===== src/rtl/bmes_pkg.sv =====
// Shared types, constants and helper functions of the bicycle model Euler step block.
// Used by every module in this folder; depends on nothing.
`default_nettype none
package bmes_pkg;

    // Euler step is 2^-DT_SHIFT seconds.
    localparam int DT_SHIFT = 4;

    localparam logic signed [31:0] ONE_Q         = 32'sd65536;
    localparam logic signed [31:0] PI_Q          = 32'sd205887;
    localparam logic signed [31:0] TWO_PI_Q      = 32'sd411775;
    localparam logic signed [31:0] HALF_PI_Q     = 32'sd102944;
    localparam logic signed [31:0] CORDIC_GAIN_Q = 32'sd39797;
    localparam logic signed [31:0] MAX32         = 32'sh7fffffff;
    localparam logic signed [31:0] MIN32         = 32'sh80000000;
    localparam logic signed [33:0] MAX34         = 34'sd2147483647;
    localparam logic signed [33:0] MIN34         = -34'sd2147483648;

    // Configuration register indexes.
    localparam logic [2:0] REG_INV_WHEELBASE   = 3'd0;
    localparam logic [2:0] REG_INV_CHAR_SPD_SQ = 3'd1;
    localparam logic [2:0] REG_STEER_LAG_GAIN  = 3'd2;
    localparam logic [2:0] REG_ACCEL_LAG_GAIN  = 3'd3;
    localparam logic [2:0] REG_STEER_RATE_LIM  = 3'd4;
    localparam logic [2:0] REG_STEER_ANGLE_LIM = 3'd5;
    localparam logic [2:0] REG_ACCEL_LOWER_LIM = 3'd6;
    localparam logic [2:0] REG_ACCEL_UPPER_LIM = 3'd7;

    // State word indexes for load mode.
    localparam logic [2:0] LD_POS_X   = 3'd0;
    localparam logic [2:0] LD_POS_Y   = 3'd1;
    localparam logic [2:0] LD_HEADING = 3'd2;
    localparam logic [2:0] LD_STEER   = 3'd3;
    localparam logic [2:0] LD_SPEED   = 3'd4;
    localparam logic [2:0] LD_ACCEL   = 3'd5;
    localparam logic [2:0] LD_TIME    = 3'd6;
    localparam logic [2:0] LD_NONE    = 3'd7;

    // Request to the angle unit: start a pass, with or without CORDIC rotation.
    typedef struct packed {
        logic start;
        logic rotate;
    } ang_req_t;

    // Saturate a 34-bit signed value to 32 bits.
    function automatic logic signed [31:0] sat32(input logic signed [33:0] v);
        logic signed [31:0] r;
        if (v > MAX34) begin
            r = MAX32;
        end else if (v < MIN34) begin
            r = MIN32;
        end else begin
            r = v[31:0];
        end
        return r;
    endfunction

    // CORDIC arctangent table, Q16.16 radians.
    function automatic logic signed [31:0] atan_q(input logic [3:0] i);
        logic signed [31:0] r;
        unique case (i)
            4'd0:  r = 32'sd51472;
            4'd1:  r = 32'sd30386;
            4'd2:  r = 32'sd16055;
            4'd3:  r = 32'sd8150;
            4'd4:  r = 32'sd4091;
            4'd5:  r = 32'sd2047;
            4'd6:  r = 32'sd1024;
            4'd7:  r = 32'sd512;
            4'd8:  r = 32'sd256;
            4'd9:  r = 32'sd128;
            4'd10: r = 32'sd64;
            4'd11: r = 32'sd32;
            4'd12: r = 32'sd16;
            4'd13: r = 32'sd8;
            4'd14: r = 32'sd4;
            4'd15: r = 32'sd2;
            default: r = 32'sd0;
        endcase
        return r;
    endfunction

endpackage
`default_nettype wire


===== src/rtl/bmes_mul.sv =====
// Shared Q16.16 multiplier: registered 64-bit product, floor shift by 16, saturation.
// Depends on bmes_pkg.
`default_nettype none
module bmes_mul (
    input  wire logic               aclk,
    input  wire logic               en,
    input  wire logic signed [31:0] a,
    input  wire logic signed [31:0] b,
    output logic signed [31:0]      res
);

    logic signed [63:0] prod_reg;
    logic signed [63:0] shifted;

    // Product register; the result is read the cycle after the operands.
    always_ff @(posedge aclk) begin
        if (en) begin
            prod_reg <= a * b;
        end
    end

    // Arithmetic shift rounds toward minus infinity, then saturate.
    always_comb begin
        shifted = prod_reg >>> 16;
        if (shifted > 64'(bmes_pkg::MAX32)) begin
            res = bmes_pkg::MAX32;
        end else if (shifted < 64'(bmes_pkg::MIN32)) begin
            res = bmes_pkg::MIN32;
        end else begin
            res = shifted[31:0];
        end
    end

endmodule
`default_nettype wire


===== config.mk =====
export PLATFORM = sky130hd
export DESIGN_NAME = bmes_mul
export DESIGN_NICKNAME = d
export VERILOG_FILES = /design/src/rtl/bmes_pkg.sv /design/src/rtl/bmes_mul.sv
export SDC_FILE = /design/constraint.sdc
export NUM_CORES = 2
export LEC_CHECK = 0
export BUFFER_PORTS_ARGS = -buffer_cell sky130_fd_sc_hd__buf_2
export CAP_MARGIN = 15
export CORE_MARGIN = 2
export CORE_UTILIZATION = 50
export DETAILED_ROUTE_END_ITERATION = 16
export HOLD_SLACK_MARGIN = 0.12
export PLACE_DENSITY_LB_ADDON = 0.1
export SLEW_MARGIN = 40
export SYNTH_ARGS = -nofsm -noshare
export SYNTH_HDL_FRONTEND = slang
export SYNTH_SLANG_ARGS = --single-unit
export TNS_END_PERCENT = 50

===== constraint.sdc =====
create_clock -name aclk -period 7.83 [get_ports aclk]
set_input_delay 0.783 -clock aclk [delete_from_list [all_inputs] [get_ports aclk]]
set_output_delay 0.783 -clock aclk [all_outputs]
set_load 0.02 [all_outputs]

==> run metrics <==
Final Hold Fails=0; min Tclk post-route=about 7.7 ns; Place WS=-0.516 ns; Routed Antenna Nets=0; share of layout cells above drive strength 1=about 15%; most used cell, CP=fa_1; Routability Congestion=approximately 0.86; Post-synth top flop=edfxtp_1; area delta synth->final=13.9%; number of flip-flops under the largest register name=between 40 and 50; Hold Path Cell Cnt=1; TritonRoute pass-1 iters=6; slew margin rel.=58.3%; Top Family by Delay on Critical Path=adder cells; Core Footprint=74,300 µm²; CP arrival=7.73 ns; WP buf/inv=8; Post-synth EDFFs=48; Yosys warning count=0; vias=about 26,000; I/O Pins=just under 100; Die H=around 280 µm; largest net degree at the start of global routing=49; # DRC=0; synthesized instance count=about 4,000; Starting DRT DRC Count=about 1,300; vias in the first global route=around 29,000; CTS clock-pin slew for the worst setup and hold paths=0.07 ns; Period Utilization, post-route=between 90 and 100%; Crit path largest cell delay=between 0.5 and 0.6 ns; GRT Residual Overflow=0; post-synthesis net count=~5,200; Worst setup SP type=input pin; TritonCTS Buffers=5; required time worst endpoint=about 7.9 ns; status=finished, final reports clean; Via-to-Cell Ratio=5.05; initial antenna violation count=8; Cell Rows=100; syn_area_per_cell=just under 10 µm²; Root Driver=clkbuf_16; fmax=between 100 and 150 MHz; RSZ-0062 raised after global routing=true; IO Port Bufs=97; Setup WS post-layout=around 0.14 ns; Crit-path slowest cell=fa_1; max cap viols=0; Initial Util=between 50% and 60%; worst min path class=in -> reg; fill count=slightly below 7,000; Worst Setup End Kind=flip-flop; Die Width=between 200 and 300 µm; Max Slew Vio Count=0; Tot GR Track Use=between 20% and 30%; CTS tree=yes; synthesized cell area=37,500 µm²; Synth cell types=between 60 and 70; H-Tree Depth=2; Worst path depth=26; clk sink count=48; first-pass GRT wire length=161 mm; worst-margin pin slew=0.625 ns; drt total wl=98.1 mm; # setup viols final=0; die area=77,200 µm²; ys async rst share=0%; crit-path max FO=12; detailed placer's ending HPWL=about 90 mm; Max Root-Sink Buffers=2; NumNets Final=~5,500; synthesis-stage register bit count=48; wire length per cell=around 19 µm; Worst Setup Path Type=in -> reg; post-synthesis sequential area ratio=3.84%
==> cell usage after synthesis, drive strengths merged (11+ instances only) <==
master | n | share of area, %
nand2 | 521 | 5.2
and2 | 514 | 8.6
xnor2 | 38 | 0.89
clkbuf | 207 | 2.1
ha | 180 | 6.0
nor2 | 53 | 0.54
xor2 | 24 | 0.56
fa | 1081 | 58
o21ai | 30 | 0.42
nand3 | 14 | 0.19
nand4 | 14 | 0.23
a21oi | 52 | 0.72
inv | 969 | 9.7
a21o | 58 | 1.2
edfxtp | 48 | 3.8
nand2b | 11 | 0.18
==> final timing paths <==
| path | from | to |
|---|---|---|
| setup / recovery | a[16] | prod_reg[57]$_DFFE_PP_ |
| hold / removal | en | prod_reg[46]$_DFFE_PP_ |
==> kinds of logic after synthesis <==
family                     after synthesis  synth area share (%)
muxes                                    1                0.0267
DFF                                     48                  3.84
and+or+nand+nor                       1158                  15.5
adders and majority gates             1261                  63.7
AOI/OAI and AO/OA                      197                  3.68
xor gates and xnor gates                62                  1.45
buffers and inverters                 1179                  11.8
==> placed cells by master, fill, tap and decap left out, types with 5 or more instances in the layout <==
cell,netlist,final
a211oi_2,1,5
a21o_1,58,58
a21oi_1,51,35
a21oi_2,0,16
and2_1,512,501
and2_4,1,13
buf_12,0,27
buf_2,1,58
buf_4,0,365
buf_6,0,32
buf_8,0,7
clkbuf_16,0,6
clkbuf_4,0,8
diode_2,0,8
edfxtp_1,48,48
fa_1,1081,1052
fa_2,0,29
ha_1,180,165
ha_4,0,14
inv_1,969,958
inv_2,0,10
nand2_1,521,516
nand2b_1,11,10
nand3_1,14,13
nand4_1,14,14
nor2_1,52,49
nor3_1,6,5
nor4_1,5,5
o21a_1,5,5
o21ai_0,25,17
o21ai_1,3,9
o21bai_1,6,6
xnor2_1,38,38
xor2_1,24,24
==> through the flow <==
| step | util (%) | setup TNS [ns] | hold slack [ns] | area, µm² | instances |
|---|---|---|---|---|---|
| after floorplan | - | -0.152 | 0.895 | 37600 | 3906 |
| after global placement | 56.0 | -6.18 | 1.33 | 41600 | 5141 |
| after detailed placement | 56.0 | -6.93 | 1.34 | 41600 | 5141 |
| after CTS | 56.3 | -0.0117 | 1.06 | 41800 | 5151 |
| after global routing | 57.5 | -0.269 | 1.07 | 42700 | 5177 |
| final | 57.5 | 0 | 1.04 | 42700 | 5179 |
==> metal layers <==
layer	vias up	routed length, µm	track usage (%)
li1	11700	-	-
met1	13800	40200	35.3
met2	494	52400	48.5
met3	126	3020	1.67
met4	2	2510	6.39
met5	-	13	0
==> final cells by class <==
class,instances,area [µm²],share of cell area (%)
multi-input cells,2679,32200,75.2
clock inverters,3,17.5,0.0410
well taps,969,1210,2.84
repair buffers,498,4120,9.64
diodes,8,20.0,0.0468
flip-flops and latches,48,1440,3.37
inverters,969,3640,8.52
clock buffers,5,125,0.293
==> repair_timing <==
item / in CTS / in global routing
setup endpoints to repair: 10 / 24
cloned: 0 / 1
pin swaps: 5 / 85
resized for setup: 30 / 192
hold endpoints to repair: 0 / 0
buffers inserted: 2 / 19
hold buffers: 0 / 0
Power is not shown: default switching activity piles up to over one toggle a cycle in this logic, so the estimate is an artifact.
