--- src/rtl/bmes_pkg.sv ---
// Shared types, constants and helper functions of the bicycle model Euler step block.
// Used by every module in this folder; depends on nothing.
`default_nettype none
package bmes_pkg;

    // Euler step is 2^-DT_SHIFT seconds.
    localparam int DT_SHIFT = 4;

    localparam logic signed [31:0] ONE_Q         = 32'sd65536;
    localparam logic signed [31:0] PI_Q          = 32'sd205887;
    localparam logic signed [31:0] TWO_PI_Q      = 32'sd411775;
    localparam logic signed [31:0] HALF_PI_Q     = 32'sd102944;
    localparam logic signed [31:0] CORDIC_GAIN_Q = 32'sd39797;
    localparam logic signed [31:0] MAX32         = 32'sh7fffffff;
    localparam logic signed [31:0] MIN32         = 32'sh80000000;
    localparam logic signed [33:0] MAX34         = 34'sd2147483647;
    localparam logic signed [33:0] MIN34         = -34'sd2147483648;

    // Configuration register indexes.
    localparam logic [2:0] REG_INV_WHEELBASE   = 3'd0;
    localparam logic [2:0] REG_INV_CHAR_SPD_SQ = 3'd1;
    localparam logic [2:0] REG_STEER_LAG_GAIN  = 3'd2;
    localparam logic [2:0] REG_ACCEL_LAG_GAIN  = 3'd3;
    localparam logic [2:0] REG_STEER_RATE_LIM  = 3'd4;
    localparam logic [2:0] REG_STEER_ANGLE_LIM = 3'd5;
    localparam logic [2:0] REG_ACCEL_LOWER_LIM = 3'd6;
    localparam logic [2:0] REG_ACCEL_UPPER_LIM = 3'd7;

    // State word indexes for load mode.
    localparam logic [2:0] LD_POS_X   = 3'd0;
    localparam logic [2:0] LD_POS_Y   = 3'd1;
    localparam logic [2:0] LD_HEADING = 3'd2;
    localparam logic [2:0] LD_STEER   = 3'd3;
    localparam logic [2:0] LD_SPEED   = 3'd4;
    localparam logic [2:0] LD_ACCEL   = 3'd5;
    localparam logic [2:0] LD_TIME    = 3'd6;
    localparam logic [2:0] LD_NONE    = 3'd7;

    // Request to the angle unit: start a pass, with or without CORDIC rotation.
    typedef struct packed {
        logic start;
        logic rotate;
    } ang_req_t;

    // Saturate a 34-bit signed value to 32 bits.
    function automatic logic signed [31:0] sat32(input logic signed [33:0] v);
        logic signed [31:0] r;
        if (v > MAX34) begin
            r = MAX32;
        end else if (v < MIN34) begin
            r = MIN32;
        end else begin
            r = v[31:0];
        end
        return r;
    endfunction

    // CORDIC arctangent table, Q16.16 radians.
    function automatic logic signed [31:0] atan_q(input logic [3:0] i);
        logic signed [31:0] r;
        unique case (i)
            4'd0:  r = 32'sd51472;
            4'd1:  r = 32'sd30386;
            4'd2:  r = 32'sd16055;
            4'd3:  r = 32'sd8150;
            4'd4:  r = 32'sd4091;
            4'd5:  r = 32'sd2047;
            4'd6:  r = 32'sd1024;
            4'd7:  r = 32'sd512;
            4'd8:  r = 32'sd256;
            4'd9:  r = 32'sd128;
            4'd10: r = 32'sd64;
            4'd11: r = 32'sd32;
            4'd12: r = 32'sd16;
            4'd13: r = 32'sd8;
            4'd14: r = 32'sd4;
            4'd15: r = 32'sd2;
            default: r = 32'sd0;
        endcase
        return r;
    endfunction

endpackage
`default_nettype wire

--- src/rtl/bmes_angle.sv ---
// Angle unit: reduces an angle into [-pi, pi) by repeated compare and subtract, then
// optionally runs 16 CORDIC rotations for cos and sin. Depends on bmes_pkg.
`default_nettype none
module bmes_angle (
    input  wire logic               aclk,
    input  wire logic               aresetn,
    input  wire bmes_pkg::ang_req_t req,
    input  wire logic signed [33:0] angle,
    output logic signed [31:0]      wrapped,
    output logic signed [31:0]      cos_out,
    output logic signed [31:0]      sin_out,
    output logic                    done
);

    typedef enum logic [3:0] {
        A_IDLE = 4'b0001,
        A_RED  = 4'b0010,
        A_FOLD = 4'b0100,
        A_ROT  = 4'b1000
    } ang_state_t;

    ang_state_t         state_reg, state_next;
    logic [3:0]         cnt_reg, cnt_next;
    logic [35:0]        rem_reg, rem_next;
    logic               rot_reg, rot_next;
    logic               neg_reg, neg_next;
    logic signed [31:0] x_reg, x_next;
    logic signed [31:0] y_reg, y_next;
    logic signed [31:0] z_reg, z_next;
    logic signed [31:0] wrap_reg, wrap_next;
    logic               done_reg, done_next;
    logic signed [35:0] biased;
    logic [35:0]        sub;
    logic signed [31:0] w;
    logic signed [31:0] xs;
    logic signed [31:0] ys;

    assign wrapped = wrap_reg;
    assign cos_out = neg_reg ? -x_reg : x_reg;
    assign sin_out = neg_reg ? -y_reg : y_reg;
    assign done    = done_reg;

    always_comb begin
        state_next = state_reg;
        cnt_next   = cnt_reg;
        rem_next   = rem_reg;
        rot_next   = rot_reg;
        neg_next   = neg_reg;
        x_next     = x_reg;
        y_next     = y_reg;
        z_next     = z_reg;
        wrap_next  = wrap_reg;
        done_next  = 1'b0;
        biased     = 36'(angle) + 36'(bmes_pkg::PI_Q);
        sub        = 36'(bmes_pkg::TWO_PI_Q) << cnt_reg;
        w          = signed'(rem_reg[31:0]) - bmes_pkg::PI_Q;
        xs         = x_reg >>> cnt_reg;
        ys         = y_reg >>> cnt_reg;
        unique case (state_reg)
            A_IDLE: begin
                if (req.start) begin
                    // Shift negative inputs up by a large multiple of the period.
                    if (biased[35]) begin
                        rem_next = 36'(biased + (36'(bmes_pkg::TWO_PI_Q) <<< 15));
                    end else begin
                        rem_next = 36'(biased);
                    end
                    rot_next   = req.rotate;
                    cnt_next   = 4'd15;
                    state_next = A_RED;
                end
            end
            A_RED: begin
                // Subtract period * 2^k where it fits, k counting down.
                if (rem_reg >= sub) begin
                    rem_next = rem_reg - sub;
                end
                cnt_next = cnt_reg - 4'd1;
                if (cnt_reg == 4'd0) begin
                    state_next = A_FOLD;
                end
            end
            A_FOLD: begin
                wrap_next = w;
                if (!rot_reg) begin
                    done_next  = 1'b1;
                    state_next = A_IDLE;
                end else begin
                    // Fold into [-pi/2, pi/2]; a fold negates both results.
                    if (w > bmes_pkg::HALF_PI_Q) begin
                        z_next   = w - bmes_pkg::PI_Q;
                        neg_next = 1'b1;
                    end else if (w < -bmes_pkg::HALF_PI_Q) begin
                        z_next   = w + bmes_pkg::PI_Q;
                        neg_next = 1'b1;
                    end else begin
                        z_next   = w;
                        neg_next = 1'b0;
                    end
                    x_next     = bmes_pkg::CORDIC_GAIN_Q;
                    y_next     = 32'sd0;
                    cnt_next   = 4'd0;
                    state_next = A_ROT;
                end
            end
            A_ROT: begin
                // One rotation-mode CORDIC iteration per cycle.
                if (z_reg >= 32'sd0) begin
                    x_next = x_reg - ys;
                    y_next = y_reg + xs;
                    z_next = z_reg - bmes_pkg::atan_q(cnt_reg);
                end else begin
                    x_next = x_reg + ys;
                    y_next = y_reg - xs;
                    z_next = z_reg + bmes_pkg::atan_q(cnt_reg);
                end
                cnt_next = cnt_reg + 4'd1;
                if (cnt_reg == 4'd15) begin
                    done_next  = 1'b1;
                    state_next = A_IDLE;
                end
            end
            default: begin
                state_next = A_IDLE;
            end
        endcase
    end

    always_ff @(posedge aclk) begin
        if (!aresetn) begin
            state_reg <= A_IDLE;
            done_reg  <= 1'b0;
        end else begin
            state_reg <= state_next;
            done_reg  <= done_next;
        end
        cnt_reg  <= cnt_next;
        rem_reg  <= rem_next;
        rot_reg  <= rot_next;
        neg_reg  <= neg_next;
        x_reg    <= x_next;
        y_reg    <= y_next;
        z_reg    <= z_next;
        wrap_reg <= wrap_next;
    end

endmodule
`default_nettype wire

--- config.mk ---
export PLATFORM = sky130hd
export DESIGN_NAME = bmes_angle
export DESIGN_NICKNAME = d
export VERILOG_FILES = /design/src/rtl/bmes_pkg.sv /design/src/rtl/bmes_angle.sv
export SDC_FILE = /design/constraint.sdc
export NUM_CORES = 1
export LEC_CHECK = 0
export BUFFER_PORTS_ARGS = -buffer_cell sky130_fd_sc_hd__buf_2
export CORE_MARGIN = 2
export CORE_UTILIZATION = 25
export CTS_BUF_LIST = sky130_fd_sc_hd__clkbuf_16
export CTS_CLUSTER_SIZE = 12
export DETAILED_ROUTE_END_ITERATION = 10
export REMOVE_ABC_BUFFERS = 1
export SLEW_MARGIN = 20
export SYNTH_ARGS = -nofsm -noshare
export SYNTH_HDL_FRONTEND = slang
export SYNTH_SLANG_ARGS = --single-unit
--- constraint.sdc ---
create_clock -name aclk -period 7.3 [get_ports aclk]
set_clock_uncertainty 0.05 [all_clocks]
set_input_delay 1.46 -clock aclk [delete_from_list [all_inputs] [get_ports aclk]]
set_output_delay 1.46 -clock aclk [all_outputs]
set_load 0.01 [all_outputs]
==> results.yml <==
die:
  io_pins: 135
  dieArea_um2: 99500
  chipHeight_um: 315
  die_x_um: 315
  initial_core_util_pct: 25.1
  num_rows: 114
  core-area_um2: 96400
worst_setup_path:
  r2r-start: "cnt_reg[3]"
  worstPathArrival_ns: 6.70
  crit_type: "reg -> reg"
  cp-end-kind: "flip-flop"
  critPathRequiredTime_ns: 7.48
  critPathMaxFanout: 20
  crit_start: "cnt_reg[3]"
  cp-start-kind: "flip-flop"
pwr:
  total_power_w: 0.00408
  power_switching_w: 0.00168
  combPwrFrac_pct: 40.1
  clkPwrFrac_pct: 25.3
  p_seq_share_pct: 34.7
  p_leak_nw: 9.26
  cellInternalPower_w: 0.00240
  vdd_drop_max_mv: 0.141
  switching_share_pct: 41.2
  power_per_cell_area_nw_per_um2: 152
clock_network:
  cts_tree: "done"
  cts_root_buffer: "clkbuf_16"
  path_clk_slew_ns: 0.09
  clock_latency_ns: 0.49
  cts-resized-gates: 0
  cts_buffers: 17
  h-tree-depth: 4
  postCtsHoldBufs: 0
  cts_buffer_depth: 2
  post_cts_buffers: 0
  clkSinkCount: 191
synth:
  yosys.area.top_type: "edfxtp_1"
  syn_avg_cell_area_um2: 8.25
  synthesis.area_um2: 24200
  ys_types: 96
  synth_common_cells: "nand2_1 (300), nor2_1 (249), o21ai_0 (231), xnor2_1 (212), a21oi_1 (206)"
  yosysMostFrequentCell: "nand2_1"
  yosysWarnings: 0
  ys_seq_elements: 191
  synth_edf_count: 170
  async_flop_share_pct: 0
  synth.area.top_cells: "edfxtp_1 (21%), ha_1 (8.2%), xnor2_1 (7.7%), mux4_2 (5.8%), o21ai_0 (4.8%)"
  netlist_instances: 2938
  synth_top_area_share_pct: 21.1
  ys_seq_area_share_pct: 22.8
  ys.flop_type: "edfxtp_1"
global_routing:
  grtUsageTotal_pct: 15.4
  antenna_found_initial: 21
  gr-total-overflow: 0
  grt_pass1_wl_um: 122000
  grt_pass1_vias: 20985
  grt_max_degree: 67
route:
  vias: 22643
  post-route-drc-count: 0
  wl_per_cell_um: 18.5
  viasPerCell: 5.32
  drtAntennaViolNets: 0
  wl_um: 78500
  firstDrtPassIters: 6
  first_iter_violations: 2102
final_layout:
  nNetsFinal: 3157
  drive_above_1_share_pct: 11.6
  nFillCells: 10427
  fin_cells: 4254
  fin_util_pct: 27.7
  area_growth_pct: 10.3
  largest_reg_flops: 36
status:
  outcome: "finished clean"
timing:
  finalHoldViolations: 0
  worstMarginPinSlew_ns: 1.12
  drv_slew: 0
  layout_min_cycle_time_ns: 6.52
  whs_ns: 0.557
  post-route-period-util_pct: 89.2
  finalSetupViolations: 0
  rsz0062_at_grt: "false"
  max_freq_ghz: 0.153
  timing.slew.headroom_pct: 24.8
place:
  portBuffers: 134
  place_congestion: 0.905
  place_inst: 4213
  hpwl_um: 60300
job:
  drv_cap: 0
hold_path:
  hp-class: "reg -> reg"
  hold_start: "state_reg[2]"
## cells in the final DEF, fill, tap and decap left out, drive strengths merged, types with 32 or more instances in the layout
cell,instances
a211oi,33
or3,32
nand2b,53
o211ai,32
nand2,300
inv,87
xnor2,213
xor2,111
a21o,67
and3,33
mux2i,47
nand4,37
mux2,37
o31ai,38
nand3,59
nor2,250
edfxtp,170
buf,166
a21oi,207
nor3,61
o21ai,238
ha,158
mux4,66
## cell families after synthesis
family / share of synthesized area, %
muxes: 9.85
adders and majority gates: 8.61
AOI/OAI and AO/OA: 22.5
DFF: 22.8
and+or+nand+nor: 20.4
buffers and inverters: 4.19
xor gates and xnor gates: 11.7
## metrics by stage
stage / cell area (µm²) / setup WS [ns] / TNS (ns)
3_5_place_dp: 26100 / 0.796 / 0
4_1_cts: 26700 / 0.753 / 0
3_3_place_gp: 26100 / 0.850 / 0
5_1_grt: 26700 / 0.139 / 0
6_report: 26700 / 0.785 / 0
2_1_floorplan: 23600 / -2.48 / -285.31
## power by group through the flow
| stage | clock network, W | registers, W | logic, W |
|---|---|---|---|
| after floorplan | 0 | 0.00139 | 0.00121 |
| after global placement | 0 | 0.00143 | 0.00159 |
| after detailed placement | 0 | 0.00143 | 0.00160 |
| after CTS | 0.00105 | 0.00141 | 0.00161 |
| after global routing | 0.00108 | 0.00142 | 0.00181 |
| final | 0.00103 | 0.00141 | 0.00163 |
## cell type report
| type | instances | area (µm²) | area share, % |
|---|---|---|---|
| Timing Repair Buffer | 166 | 911 | 3.41 |
| Antenna cell | 9 | 22.5 | 0.0842 |
| Inverter | 89 | 335 | 1.25 |
| Clock buffer | 17 | 425 | 1.59 |
| Multi-Input combinational cell | 2491 | 17700 | 66.3 |
| Sequential cell | 191 | 5530 | 20.7 |
| Clock inverter | 15 | 205 | 0.767 |
| Tap cell | 1276 | 1600 | 5.97 |
## final timing paths
check / to / slack (ns) / cells after the start
worst max-delay path: y_reg[30] / 0.78 / 18
worst min-delay path: state_reg[2] / 0.56 / 2
worst max register to register: y_reg[30] / 0.78 / 18
worst min register to register: state_reg[2] / 0.56 / 2
## critical path, stage by stage, from the launching register on
cell and delay (ns):
edfxtp_1 0.82, mux4_1 0.74, mux4_2 0.55, or4_1 0.54
nand4b_1 0.18, or3_4 0.38, o21ai_0 0.23, xnor2_1 0.15
ha_1 0.29, a21o_1 0.20, a21o_1 0.18, a21o_1 0.17
a21o_1 0.17, a21oi_1 0.14, o41ai_1 0.15, a2111oi_0 0.82
o21ai_0 0.26, xnor2_1 0.19, nor2_1 0.05
## layer usage
layer  GRT usage, %  wire length [µm]  up-vias
li1               -                 -    11026
met1           20.8             35700    10768
met2           24.6             35400      706
met5              0               139        -
met3           2.86              5150      119
met4           5.18              2160       24
No activity file was read; power rests on OpenSTA's default activity.
