File: src/rtl/bmes_pkg.sv
// Shared types, constants and helper functions of the bicycle model Euler step block.
// Used by every module in this folder; depends on nothing.
`default_nettype none
package bmes_pkg;

    // Euler step is 2^-DT_SHIFT seconds.
    localparam int DT_SHIFT = 4;

    localparam logic signed [31:0] ONE_Q         = 32'sd65536;
    localparam logic signed [31:0] PI_Q          = 32'sd205887;
    localparam logic signed [31:0] TWO_PI_Q      = 32'sd411775;
    localparam logic signed [31:0] HALF_PI_Q     = 32'sd102944;
    localparam logic signed [31:0] CORDIC_GAIN_Q = 32'sd39797;
    localparam logic signed [31:0] MAX32         = 32'sh7fffffff;
    localparam logic signed [31:0] MIN32         = 32'sh80000000;
    localparam logic signed [33:0] MAX34         = 34'sd2147483647;
    localparam logic signed [33:0] MIN34         = -34'sd2147483648;

    // Configuration register indexes.
    localparam logic [2:0] REG_INV_WHEELBASE   = 3'd0;
    localparam logic [2:0] REG_INV_CHAR_SPD_SQ = 3'd1;
    localparam logic [2:0] REG_STEER_LAG_GAIN  = 3'd2;
    localparam logic [2:0] REG_ACCEL_LAG_GAIN  = 3'd3;
    localparam logic [2:0] REG_STEER_RATE_LIM  = 3'd4;
    localparam logic [2:0] REG_STEER_ANGLE_LIM = 3'd5;
    localparam logic [2:0] REG_ACCEL_LOWER_LIM = 3'd6;
    localparam logic [2:0] REG_ACCEL_UPPER_LIM = 3'd7;

    // State word indexes for load mode.
    localparam logic [2:0] LD_POS_X   = 3'd0;
    localparam logic [2:0] LD_POS_Y   = 3'd1;
    localparam logic [2:0] LD_HEADING = 3'd2;
    localparam logic [2:0] LD_STEER   = 3'd3;
    localparam logic [2:0] LD_SPEED   = 3'd4;
    localparam logic [2:0] LD_ACCEL   = 3'd5;
    localparam logic [2:0] LD_TIME    = 3'd6;
    localparam logic [2:0] LD_NONE    = 3'd7;

    // Request to the angle unit: start a pass, with or without CORDIC rotation.
    typedef struct packed {
        logic start;
        logic rotate;
    } ang_req_t;

    // Saturate a 34-bit signed value to 32 bits.
    function automatic logic signed [31:0] sat32(input logic signed [33:0] v);
        logic signed [31:0] r;
        if (v > MAX34) begin
            r = MAX32;
        end else if (v < MIN34) begin
            r = MIN32;
        end else begin
            r = v[31:0];
        end
        return r;
    endfunction

    // CORDIC arctangent table, Q16.16 radians.
    function automatic logic signed [31:0] atan_q(input logic [3:0] i);
        logic signed [31:0] r;
        unique case (i)
            4'd0:  r = 32'sd51472;
            4'd1:  r = 32'sd30386;
            4'd2:  r = 32'sd16055;
            4'd3:  r = 32'sd8150;
            4'd4:  r = 32'sd4091;
            4'd5:  r = 32'sd2047;
            4'd6:  r = 32'sd1024;
            4'd7:  r = 32'sd512;
            4'd8:  r = 32'sd256;
            4'd9:  r = 32'sd128;
            4'd10: r = 32'sd64;
            4'd11: r = 32'sd32;
            4'd12: r = 32'sd16;
            4'd13: r = 32'sd8;
            4'd14: r = 32'sd4;
            4'd15: r = 32'sd2;
            default: r = 32'sd0;
        endcase
        return r;
    endfunction

endpackage
`default_nettype wire

File: src/rtl/bmes_div.sv
// Iterative Q16.16 divider: num*2^16/den truncated toward zero, one quotient bit a cycle.
// Depends on bmes_pkg.
`default_nettype none
module bmes_div (
    input  wire logic               aclk,
    input  wire logic               aresetn,
    input  wire logic               start,
    input  wire logic signed [31:0] num,
    input  wire logic signed [31:0] den,
    output logic signed [31:0]      quot,
    output logic                    done
);

    typedef enum logic [2:0] {
        D_IDLE = 3'b001,
        D_RUN  = 3'b010,
        D_FIN  = 3'b100
    } div_state_t;

    div_state_t         state_reg, state_next;
    logic [5:0]         cnt_reg, cnt_next;
    logic [47:0]        n_reg, n_next;
    logic [31:0]        d_reg, d_next;
    logic [31:0]        rem_reg, rem_next;
    logic               neg_reg, neg_next;
    logic signed [31:0] quot_reg, quot_next;
    logic               done_reg, done_next;
    logic [32:0]        shifted;
    logic               ge;
    logic [31:0]        num_mag;

    assign quot = quot_reg;
    assign done = done_reg;

    always_comb begin
        state_next = state_reg;
        cnt_next   = cnt_reg;
        n_next     = n_reg;
        d_next     = d_reg;
        rem_next   = rem_reg;
        neg_next   = neg_reg;
        quot_next  = quot_reg;
        done_next  = 1'b0;
        shifted    = {rem_reg, n_reg[47]};
        ge         = shifted >= {1'b0, d_reg};
        num_mag    = num[31] ? 32'(-num) : 32'(num);
        unique case (state_reg)
            D_IDLE: begin
                if (start) begin
                    // A zero divisor gives the signed limit of the numerator.
                    if (den == 32'sd0) begin
                        if (num > 32'sd0) begin
                            quot_next = bmes_pkg::MAX32;
                        end else if (num < 32'sd0) begin
                            quot_next = bmes_pkg::MIN32;
                        end else begin
                            quot_next = 32'sd0;
                        end
                        done_next = 1'b1;
                    end else begin
                        n_next     = {num_mag, 16'd0};
                        d_next     = den[31] ? 32'(-den) : 32'(den);
                        rem_next   = 32'd0;
                        neg_next   = num[31] ^ den[31];
                        cnt_next   = 6'd0;
                        state_next = D_RUN;
                    end
                end
            end
            D_RUN: begin
                // Restoring step; quotient bits shift in behind the dividend.
                rem_next = ge ? 32'(shifted - {1'b0, d_reg}) : shifted[31:0];
                n_next   = {n_reg[46:0], ge};
                cnt_next = cnt_reg + 6'd1;
                if (cnt_reg == 6'd47) begin
                    state_next = D_FIN;
                end
            end
            D_FIN: begin
                // Apply the sign and saturate.
                if (neg_reg) begin
                    if (n_reg > 48'h0000_8000_0000) begin
                        quot_next = bmes_pkg::MIN32;
                    end else begin
                        quot_next = 32'(32'd0 - n_reg[31:0]);
                    end
                end else begin
                    if (n_reg > 48'h0000_7fff_ffff) begin
                        quot_next = bmes_pkg::MAX32;
                    end else begin
                        quot_next = n_reg[31:0];
                    end
                end
                done_next  = 1'b1;
                state_next = D_IDLE;
            end
            default: begin
                state_next = D_IDLE;
            end
        endcase
    end

    always_ff @(posedge aclk) begin
        if (!aresetn) begin
            state_reg <= D_IDLE;
            done_reg  <= 1'b0;
        end else begin
            state_reg <= state_next;
            done_reg  <= done_next;
        end
        cnt_reg  <= cnt_next;
        n_reg    <= n_next;
        d_reg    <= d_next;
        rem_reg  <= rem_next;
        neg_reg  <= neg_next;
        quot_reg <= quot_next;
    end

endmodule
`default_nettype wire

File: config.mk
export PLATFORM = sky130hd
export DESIGN_NAME = bmes_div
export DESIGN_NICKNAME = d
export VERILOG_FILES = /design/src/rtl/bmes_pkg.sv /design/src/rtl/bmes_div.sv
export SDC_FILE = /design/constraint.sdc
export NUM_CORES = 1
export LEC_CHECK = 0
export ABC_AREA = 1
export BUFFER_PORTS_ARGS = -buffer_cell sky130_fd_sc_hd__buf_4
export CORE_ASPECT_RATIO = 1.2
export CORE_MARGIN = 2
export CORE_UTILIZATION = 35
export DETAILED_ROUTE_END_ITERATION = 12
export PLACE_DENSITY = 0.61
export SLEW_MARGIN = 20
export SYNTH_ARGS = -nofsm -noshare
export SYNTH_HDL_FRONTEND = slang
export SYNTH_SLANG_ARGS = --single-unit
File: constraint.sdc
create_clock -name aclk -period 5.1 [get_ports aclk]
set_input_delay 0.51 -clock aclk [delete_from_list [all_inputs] [get_ports aclk]]
set_output_delay 0.51 -clock aclk [all_outputs]
set_load 0.05 [all_outputs]
==> results of run 1 <==
-- final timing paths --
check	start	end	slack, ps	cells past startpoint
max	state_reg[0]$_SDFFE_PN1P_	n_reg[40]$_DFFE_PP_	1850	6
min	aresetn	state_reg[0]$_SDFFE_PN1P_	240	2
max reg2reg	state_reg[0]$_SDFFE_PN1P_	n_reg[40]$_DFFE_PP_	1850	6
min reg2reg	n_reg[43]$_DFFE_PP_	n_reg[44]$_DFFE_PP_	550	2
-- through the flow --
step	worst slack, ps	hold slack, ps	std cells
after floorplan	1290	520	1760
after global placement	1770	531	2286
after detailed placement	1650	541	2286
after CTS	1850	216	2318
after global routing	1560	240	2318
final	1850	238	2318
-- layer usage --
| metal | vias up | part of all wire, % |
|---|---|---|
| met5 | - | 0 |
| met4 | 0 | 2.1 |
| met3 | 44 | 4.3 |
| met2 | 263 | 47 |
| met1 | 5061 | 47 |
| li1 | 5715 | - |
-- report_power, final --
group	switching (W)	internal (W)	leakage, nW	total, W
Clock	0.000544	0.000747	0.280	0.00129
Sequential	0.0000619	0.00152	1.48	0.00158
Combinational	0.000681	0.000343	4.82	0.00102
-- cell usage after synthesis, drive strengths merged --
library cell / n / area (sq um)
nand2: 555 / 2150
inv: 288 / 1080
nor2: 272 / 1130
edfxtp: 151 / 4530
nand3: 107 / 551
xor2: 76 / 666
o21ai: 52 / 260
a21oi: 50 / 254
ha: 36 / 450
o21bai: 26 / 270
buf: 24 / 165
nand4: 24 / 150
nand3b: 20 / 150
clkbuf: 18 / 67.6
nor3: 18 / 121
xnor2: 8 / 70.1
and2: 6 / 37.5
or2: 6 / 37.5
dfxtp: 4 / 80.1
o211ai: 4 / 30.0
a31oi: 3 / 18.8
and3: 3 / 18.8
clkinv: 2 / 7.51
nor3b: 2 / 20.0
nor4: 2 / 12.5
a21boi: 1 / 11.3
fa: 1 / 20.0
o31ai: 1 / 7.51
-- final cells by class --
cell class | count | area share, %
Multi-Input combinational cell | 1273 | 45.7
Inverter | 290 | 7.71
Timing Repair Buffer | 106 | 5.64
Clock buffer | 22 | 3.29
Clock inverter | 10 | 0.824
Tap cell | 462 | 4.10
Sequential cell | 155 | 32.7
-- kinds of logic after synthesis --
group                      count (synthesis)  synth area share [%]
xor gates and xnor gates                  84                  5.95
buffers and inverters                    332                  10.7
AOI/OAI and AO/OA                        137                  6.89
adders and majority gates                 37                  3.80
DFF                                      155                  37.3
and+or+nand+nor                         1015                  35.4
-- critical path: cells and delay by family (launching register included) --
kind | cells | cell delay (ps)
buf+inv | 2 | 1150
simple gates | 3 | 1050
compound gates | 1 | 350
flops | 1 | 340
==> flow_metrics.env, run 1 <==
export IMPL_final_common_cell="nand2_1"
export IMPL_power_density_nw_per_um2=276
export IMPL_gr_max_usage_layer="met2"
export IMPL_critical_path_arrival_ps=3410
export IMPL_cp_required_ps=5260
export IMPL_skew_ps=16.4
export IMPL_drc=0
export IMPL_clkSinkCount=155
export IMPL_drt_iter0_drc=758
export IMPL_layout_common_cells="nand2_1 (540), inv_1 (279), nor2_1 (236), edfxtp_1 (151), buf_4 (106)"
export IMPL_cts_buffer_depth=2
export IMPL_numCtsBuffers=17
export IMPL_drive_above_1_share_pct=12.5
export IMPL_syn_area_sq_um=12400
export IMPL_status="finished clean"
export IMPL_num_fill_cells=3749
export IMPL_worst_slew_pin_slew_ps=1000
export IMPL_ir_drop_uv=220
export IMPL_fp_dieH_um=210
export IMPL_area_delta_synth_final_pct=14.1
export IMPL_maxCapViolations=0
export IMPL_period_minus_slack_ps=3250
export IMPL_core_area_sq_um=34900
export IMPL_regArea_sq_um=4610
export IMPL_syn_inst=1760
export IMPL_ant_nets=0
export IMPL_final_util_pct=40.4
export IMPL_end_kind="flip-flop"
export IMPL_cts_resized=0
export IMPL_setup_violations=0
export IMPL_placed_area_sq_um=13500
export IMPL_grt_antenna_before_repair=0
export IMPL_synth_seq_cells=155
export IMPL_crit_chain="nor3_2 > buf_4 > o21ai_0 > nand4_1 > nand2_4 > buf_4"
export IMPL_grt_ovfl_total=0
export IMPL_met1_usage_pct=26.1
export IMPL_die_w_um=176
export IMPL_num_vias=11083
export IMPL_start_util_pct=35.4
export IMPL_power_w=0.00390
export IMPL_rsz0062_at_grt="false"
export IMPL_path_common_cell="buf_4"
export IMPL_cp_slowest_stage_delay_ps=660
export IMPL_worstPathMaxFanout=75
export IMPL_rows=75
export IMPL_grt_use_met2_pct=31.1
export IMPL_h_tree_depth=4
export IMPL_startpoint_type="flip-flop"
export IMPL_maxSlewHeadroom_pct=33.1
export IMPL_use_met3_pct=2.58
export IMPL_multi_input_area_sq_um=6460
export IMPL_cts_tree="yes"
export IMPL_fin_nets=1947
export IMPL_vias_per_cell=4.78
export IMPL_drtPass1Iterations=6
export IMPL_routed_wl_um=34900
export IMPL_routedWlPerCell_um=15.1
export IMPL_clkTransAtPathRegs_ps=60
export IMPL_finalSetupTns_ps=0
export IMPL_final_area_sq_um=14100
export IMPL_crit_type="reg2reg"
export IMPL_cts_setup_buffers=0
export IMPL_port_buffers=99
export IMPL_n_antenna_cell=0
export IMPL_grt_max_degree=76
export IMPL_synth_warnings=0
export IMPL_hold_viol=0
export IMPL_gp_congestion=0.952
export IMPL_cts_hold_buf=0
export IMPL_seq_area_frac_synth_pct=37.3
export IMPL_die_area_sq_um=36900
export IMPL_largest_reg_flops=48
export IMPL_grt_pass1_vias=10568
export IMPL_syn_nets=1864
export IMPL_grt_pass1_wl_um=55200
export IMPL_maxSlewViolCount=0
export IMPL_ys_types=46
export IMPL_grtUsageTotal_pct=19.1
export IMPL_fin_crit_sh_pct=63.7
export IMPL_avgSynthCellArea_sq_um=7.03
export IMPL_holdCritPathClass="in2reg"
export IMPL_critPathSlowestCell="buf_4"
export IMPL_leakagePower_nw=6.57
export IMPL_ios=100
export IMPL_cts_root_buffer="clkbuf_16"
export IMPL_hpwl_um=26700
export IMPL_fmax_mhz=308
export IMPL_clk_latency_ps=450
No activity file was read; power rests on OpenSTA's default activity.
==> run 2, diff against run 1 <==
- PLACE_DENSITY: 0.61 -> 0.63
- clock period: 5.1 -> 2.65 ns (I/O delays scaled with it)
==> flow_metrics.env, run 2 (synthesis gave the netlist of run 1 again) <==
export IMPL_status="finished clean"
export IMPL_place_inst=2307
export IMPL_hold_ws_ps=134
export IMPL_final_common_cell="nand2_1"
export IMPL_cp_required_ps=2860
export IMPL_cp_buffers_inverters=1
export IMPL_die_area_sq_um=36900
export IMPL_layout_common_cells="nand2_1 (540), inv_1 (279), nor2_1 (236), edfxtp_1 (151), buf_4 (121)"
export IMPL_n_antenna_cell=0
export IMPL_crit_type="reg2reg"
export IMPL_ir_drop_uv=425
export IMPL_finalSetupTns_ps=0
export IMPL_num_vias=11349
export IMPL_grt_pass1_vias=10890
export IMPL_critPathSlowestCell="edfxtp_1"
export IMPL_vias_per_cell=4.85
export IMPL_clkSinkCount=155
export IMPL_num_fill_cells=3692
export IMPL_ant_nets=0
export IMPL_die_w_um=176
export IMPL_cts_setup_buffers=0
export IMPL_h_tree_depth=4
export IMPL_multi_input_area_sq_um=6460
export IMPL_routed_wl_um=34600
export IMPL_drive_above_1_share_pct=13.6
export IMPL_fin_crit_sh_pct=93.2
export IMPL_routedWlPerCell_um=14.8
export IMPL_gp_congestion=0.921
export IMPL_rsz0062_at_grt="false"
export IMPL_grtUsageTotal_pct=19.2
export IMPL_hpwl_um=27000
export IMPL_instances_no_fill=2341
export IMPL_hold_viol=0
export IMPL_maxSlewViolCount=0
export IMPL_area_delta_synth_final_pct=15.8
export IMPL_end_kind="flip-flop"
export IMPL_crit_family="simple AND/OR/NAND/NOR gates"
export IMPL_grt_max_degree=56
export IMPL_fp_dieH_um=210
export IMPL_crit_chain="inv_2 > ha_1 > fa_1 > nor2_1 > or2_2 > nand2_1 > nand3_1 > nand2_1 > nand2_1 > nand2_1 > nand2_1 > nor2_2 > nor2_1"
export IMPL_clkTransAtPathRegs_ps=70
export IMPL_ios=100
export IMPL_startpoint_type="flip-flop"
export IMPL_holdCritPathClass="in2reg"
export IMPL_setup_violations=0
export IMPL_rrSetupSlack_ps=180
export IMPL_maxCapViolations=0
export IMPL_path_common_cell="nand2_1"
export IMPL_cts_tree="yes"
export IMPL_cts_buffer_depth=2
export IMPL_grt_antenna_before_repair=0
export IMPL_skew_ps=10.4
export IMPL_clk_latency_ps=450
export IMPL_grt_pass1_wl_um=56300
export IMPL_drt_iter0_drc=859
export IMPL_fin_nets=1970
export IMPL_largest_reg_flops=48
export IMPL_start_util_pct=35.4
export IMPL_critical_path_arrival_ps=2690
export IMPL_numCtsBuffers=17
export IMPL_cts_root_buffer="clkbuf_16"
export IMPL_core_area_sq_um=34900
export IMPL_worst_slew_pin_slew_ps=505
export IMPL_power_density_nw_per_um2=517
export IMPL_drtPass1Iterations=5
export IMPL_leakagePower_nw=6.69
export IMPL_regArea_sq_um=4610
export IMPL_grt_ovfl_total=0
export IMPL_hold_path_startpoint="den[14]"
export IMPL_r2r_start="n_reg[47]$_DFFE_PP_"
export IMPL_startpoint="n_reg[47]$_DFFE_PP_"
export IMPL_maxSlewHeadroom_pct=66.2
export IMPL_period_minus_slack_ps=2470
export IMPL_worstPathMaxFanout=3
export IMPL_fmax_mhz=405
export IMPL_rows=75
export IMPL_drc=0
export IMPL_port_buffers=99
export IMPL_cp_slowest_stage_delay_ps=410
==> run 2: path summary, 6_finish.rpt <==
kind,endpoint,depth (start not counted)
max,rem_reg[28]$_SDFFCE_PN0P_,13
min,d_reg[14]$_DFFE_PP_,2
max reg2reg,rem_reg[28]$_SDFFCE_PN0P_,13
min reg2reg,n_reg[44]$_DFFE_PP_,2
==> run 2: through the flow <==
step	total power [W]	worst slack (ps)	utilization, %	cell area, sq um
2_1_floorplan	0.00450	329	-	12400
3_3_place_gp	0.00511	148	39.4	13800
3_5_place_dp	0.00513	116	39.4	13800
4_1_cts	0.00745	106	41.0	14300
5_1_grt	0.00780	11.2	41.0	14300
6_report	0.00741	179	41.0	14300
==> run 2: layout make-up <==
cell class              instances  area share, %
clock buffers                  18           3.00
flip-flops and latches        155           32.2
well taps                     462           4.03
multi-input cells            1273           45.1
repair buffers                129           7.32
clock inverters                14          0.777
inverters                     290           7.60
==> run 2: report_power, final <==
group | total (W) | switching (W) | leakage (nW) | internal [W]
Clock | 0.00231 | 0.00110 | 0.252 | 0.00121
Sequential | 0.00305 | 0.000124 | 1.48 | 0.00293
Combinational | 0.00205 | 0.00133 | 4.96 | 0.000713
Total | 0.00741 | 0.00255 | 6.69 | 0.00485
==> run 2: routing by layer <==
layer	track usage, %	part of all wire, %	vias up
met3	2.07	4.7	38
met5	0	0	-
met4	6.58	1.9	0
met1	26.2	46	5246
met2	31.6	48	309
li1	-	-	5756
==> run 2: repair_timing <==
| item | in CTS | in global routing |
|---|---|---|
| hold endpoints to repair | 2 | 0 |
| hold buffers | 2 | 0 |
| gates resized for setup | 0 | 1 |
| setup endpoints to repair | 0 | 1 |
==> run 3, diff against run 2 <==
==> constraint.sdc (replaced) <==
create_clock -name aclk -period 2.65 [get_ports aclk]
set_input_delay 0.1325 -clock aclk [delete_from_list [all_inputs] [get_ports aclk]]
set_output_delay 0.1325 -clock aclk [all_outputs]
set_load 0.05 [all_outputs]
==> flow_metrics.env, run 3 (synthesis gave the netlist of run 1 again) <==
export IMPL_cts_buffer_depth=2
export IMPL_power_share_clock_pct=31.8
export IMPL_start_util_pct=35.4
export IMPL_ant_nets=0
export IMPL_maxSlewViolCount=0
export IMPL_worst_slew_pin_slew_ps=504
export IMPL_clkSinkCount=155
export IMPL_power_density_nw_per_um2=518
export IMPL_maxSlewHeadroom_pct=66.2
export IMPL_ios=100
export IMPL_fin_crit_sh_pct=92.7
export IMPL_critPathSlowestCell="edfxtp_1"
export IMPL_fmax_mhz=407
export IMPL_leakagePower_nw=6.72
export IMPL_die_area_sq_um=36900
export IMPL_clkTransAtPathRegs_ps=80
export IMPL_final_common_cell="nand2_1"
export IMPL_grt_ovfl_total=0
export IMPL_seqPwrFrac_pct=40.7
export IMPL_rows=75
export IMPL_crit_chain="inv_1 > ha_1 > a21oi_2 > inv_1 > nor2_1 > inv_1 > nand2_1 > inv_1 > nor2_8 > nand2_8 > nor2_1 > nor2_1"
export IMPL_drt_iter0_drc=786
export IMPL_hold_ws_ps=17.6
export IMPL_die_w_um=176
export IMPL_finalSetupTns_ps=0
export IMPL_gp_congestion=0.988
export IMPL_num_vias=11181
export IMPL_path_common_cell="inv_1"
export IMPL_cp_buffers_inverters=4
export IMPL_power_switching_w=0.00260
export IMPL_fp_dieH_um=210
export IMPL_holdCritPathClass="in2reg"
export IMPL_combPwrFrac_pct=27.4
export IMPL_final_util_pct=41.3
export IMPL_cts_root_buffer="clkbuf_16"
export IMPL_maxCapViolations=0
export IMPL_skew_ps=15.6
export IMPL_power_w=0.00747
export IMPL_grt_pass1_vias=11005
export IMPL_grt_antenna_before_repair=0
export IMPL_end_kind="flip-flop"
export IMPL_core_area_sq_um=34900
export IMPL_grtUsageTotal_pct=19.2
export IMPL_critical_path_arrival_ps=2670
export IMPL_hold_viol=0
export IMPL_drc=0
export IMPL_startpoint_type="flip-flop"
export IMPL_period_minus_slack_ps=2460
export IMPL_p_int_w=0.00487
export IMPL_n_antenna_cell=0
export IMPL_numCtsBuffers=17
export IMPL_cp_required_ps=2860
export IMPL_port_buffers=99
export IMPL_hpwl_um=27100
export IMPL_setup_violations=0
export IMPL_crit_type="reg2reg"
export IMPL_fin_nets=1975
export IMPL_ir_drop_uv=419
export IMPL_grt_max_degree=43
export IMPL_num_fill_cells=3641
export IMPL_crit_family="simple AND/OR/NAND/NOR gates"
export IMPL_vias_per_cell=4.77
export IMPL_grt_pass1_wl_um=56400
export IMPL_routedWlPerCell_um=14.8
export IMPL_largest_reg_flops=48
export IMPL_cts_tree="yes"
export IMPL_cp_slowest_stage_delay_ps=380
export IMPL_clk_latency_ps=450
export IMPL_rsz0062_at_grt="false"
export IMPL_drtPass1Iterations=6
export IMPL_area_delta_synth_final_pct=16.4
export IMPL_h_tree_depth=4
export IMPL_routed_wl_um=34700
export IMPL_layout_common_cells="nand2_1 (540), inv_1 (280), nor2_1 (234), edfxtp_1 (151), buf_4 (119)"
export IMPL_swShare_pct=34.8
export IMPL_rrSetupSlack_ps=190
export IMPL_status="finished clean"
export IMPL_worstPathMaxFanout=18
export IMPL_drive_above_1_share_pct=13.5
==> run 3: cell types whose count changed in the layout (fill, tap and decap cells not counted) <==
| cell | delta |
|---|---|
| dlygate4sd3_1 | +7 |
| clkinv_4 | +4 |
| clkinvlp_4 | -3 |
| buf_4 | -2 |
| nor2_1 | -2 |
| nor2_2 | +2 |
| clkbuf_1 | -1 |
| clkinv_2 | -1 |
| clkinv_8 | +1 |
| inv_1 | +1 |
| inv_2 | -1 |
==> run 3: final cells by class <==
class / instances / area [sq um] / area share, %
clock buffer: 17 / 425 / 2.95
clock inverter: 15 / 135 / 0.938
inverter: 290 / 1090 / 7.56
multi-input combinational: 1273 / 6460 / 44.8
sequential: 155 / 4610 / 32.0
tap: 462 / 578 / 4.01
timing repair buffer: 134 / 1100 / 7.66
==> run 3: what timing repair did <==
| action | CTS | global route |
|---|---|---|
| gates resized for setup | 0 | 2 |
| setup endpoints to repair | 0 | 2 |
| buffers inserted | 0 | 0 |
| hold buffers | 9 | 0 |
| hold endpoints to repair | 12 | 0 |
==> run 3: per-stage QoR <==
step / cells / instance area [sq um] / worst slack (ps)
6_report: 2346 / 14400 / 193
5_1_grt: 2346 / 14400 / 53.4
4_1_cts: 2346 / 14400 / 178
3_5_place_dp: 2305 / 13800 / 185
3_3_place_gp: 2305 / 13800 / 159
2_1_floorplan: 1760 / 12400 / 72.4
==> run 3: per-layer routing <==
| layer | routed length (um) | track usage [%] |
|---|---|---|
| met1 | 16000 | 25.4 |
| met2 | 16700 | 32.4 |
| met3 | 1230 | 2.53 |
| met4 | 820 | 6.70 |
| met5 | 0 | 0 |
==> run 3: worst reg2reg max path: stages (launching register included) <==
cell      delay (ps)
edfxtp_1         380
inv_1             60
ha_1             370
a21oi_2          200
inv_1             50
nor2_1           150
inv_1             50
nand2_1          110
inv_1            110
nor2_8           310
nand2_8          180
nor2_1           190
nor2_1            70
==> run 3: power groups by stage <==
| stage | Combinational, W | Clock (W) | Sequential, W |
|---|---|---|---|
| after floorplan | 0.00144 | 0 | 0.00306 |
| after global placement | 0.00201 | 0 | 0.00309 |
| after detailed placement | 0.00202 | 0 | 0.00309 |
| after CTS | 0.00204 | 0.00242 | 0.00304 |
| after global routing | 0.00231 | 0.00252 | 0.00306 |
| final | 0.00205 | 0.00238 | 0.00304 |
==> run 3: path summary, 6_finish.rpt <==
kind,cells past startpoint,end,startpoint
worst max-delay path,12,rem_reg[19]$_SDFFCE_PN0P_,d_reg[28]$_DFFE_PP_
worst min-delay path,2,d_reg[29]$_DFFE_PP_,den[29]
worst max register to register,12,rem_reg[19]$_SDFFCE_PN0P_,d_reg[28]$_DFFE_PP_
worst min register to register,2,n_reg[42]$_DFFE_PP_,n_reg[41]$_DFFE_PP_
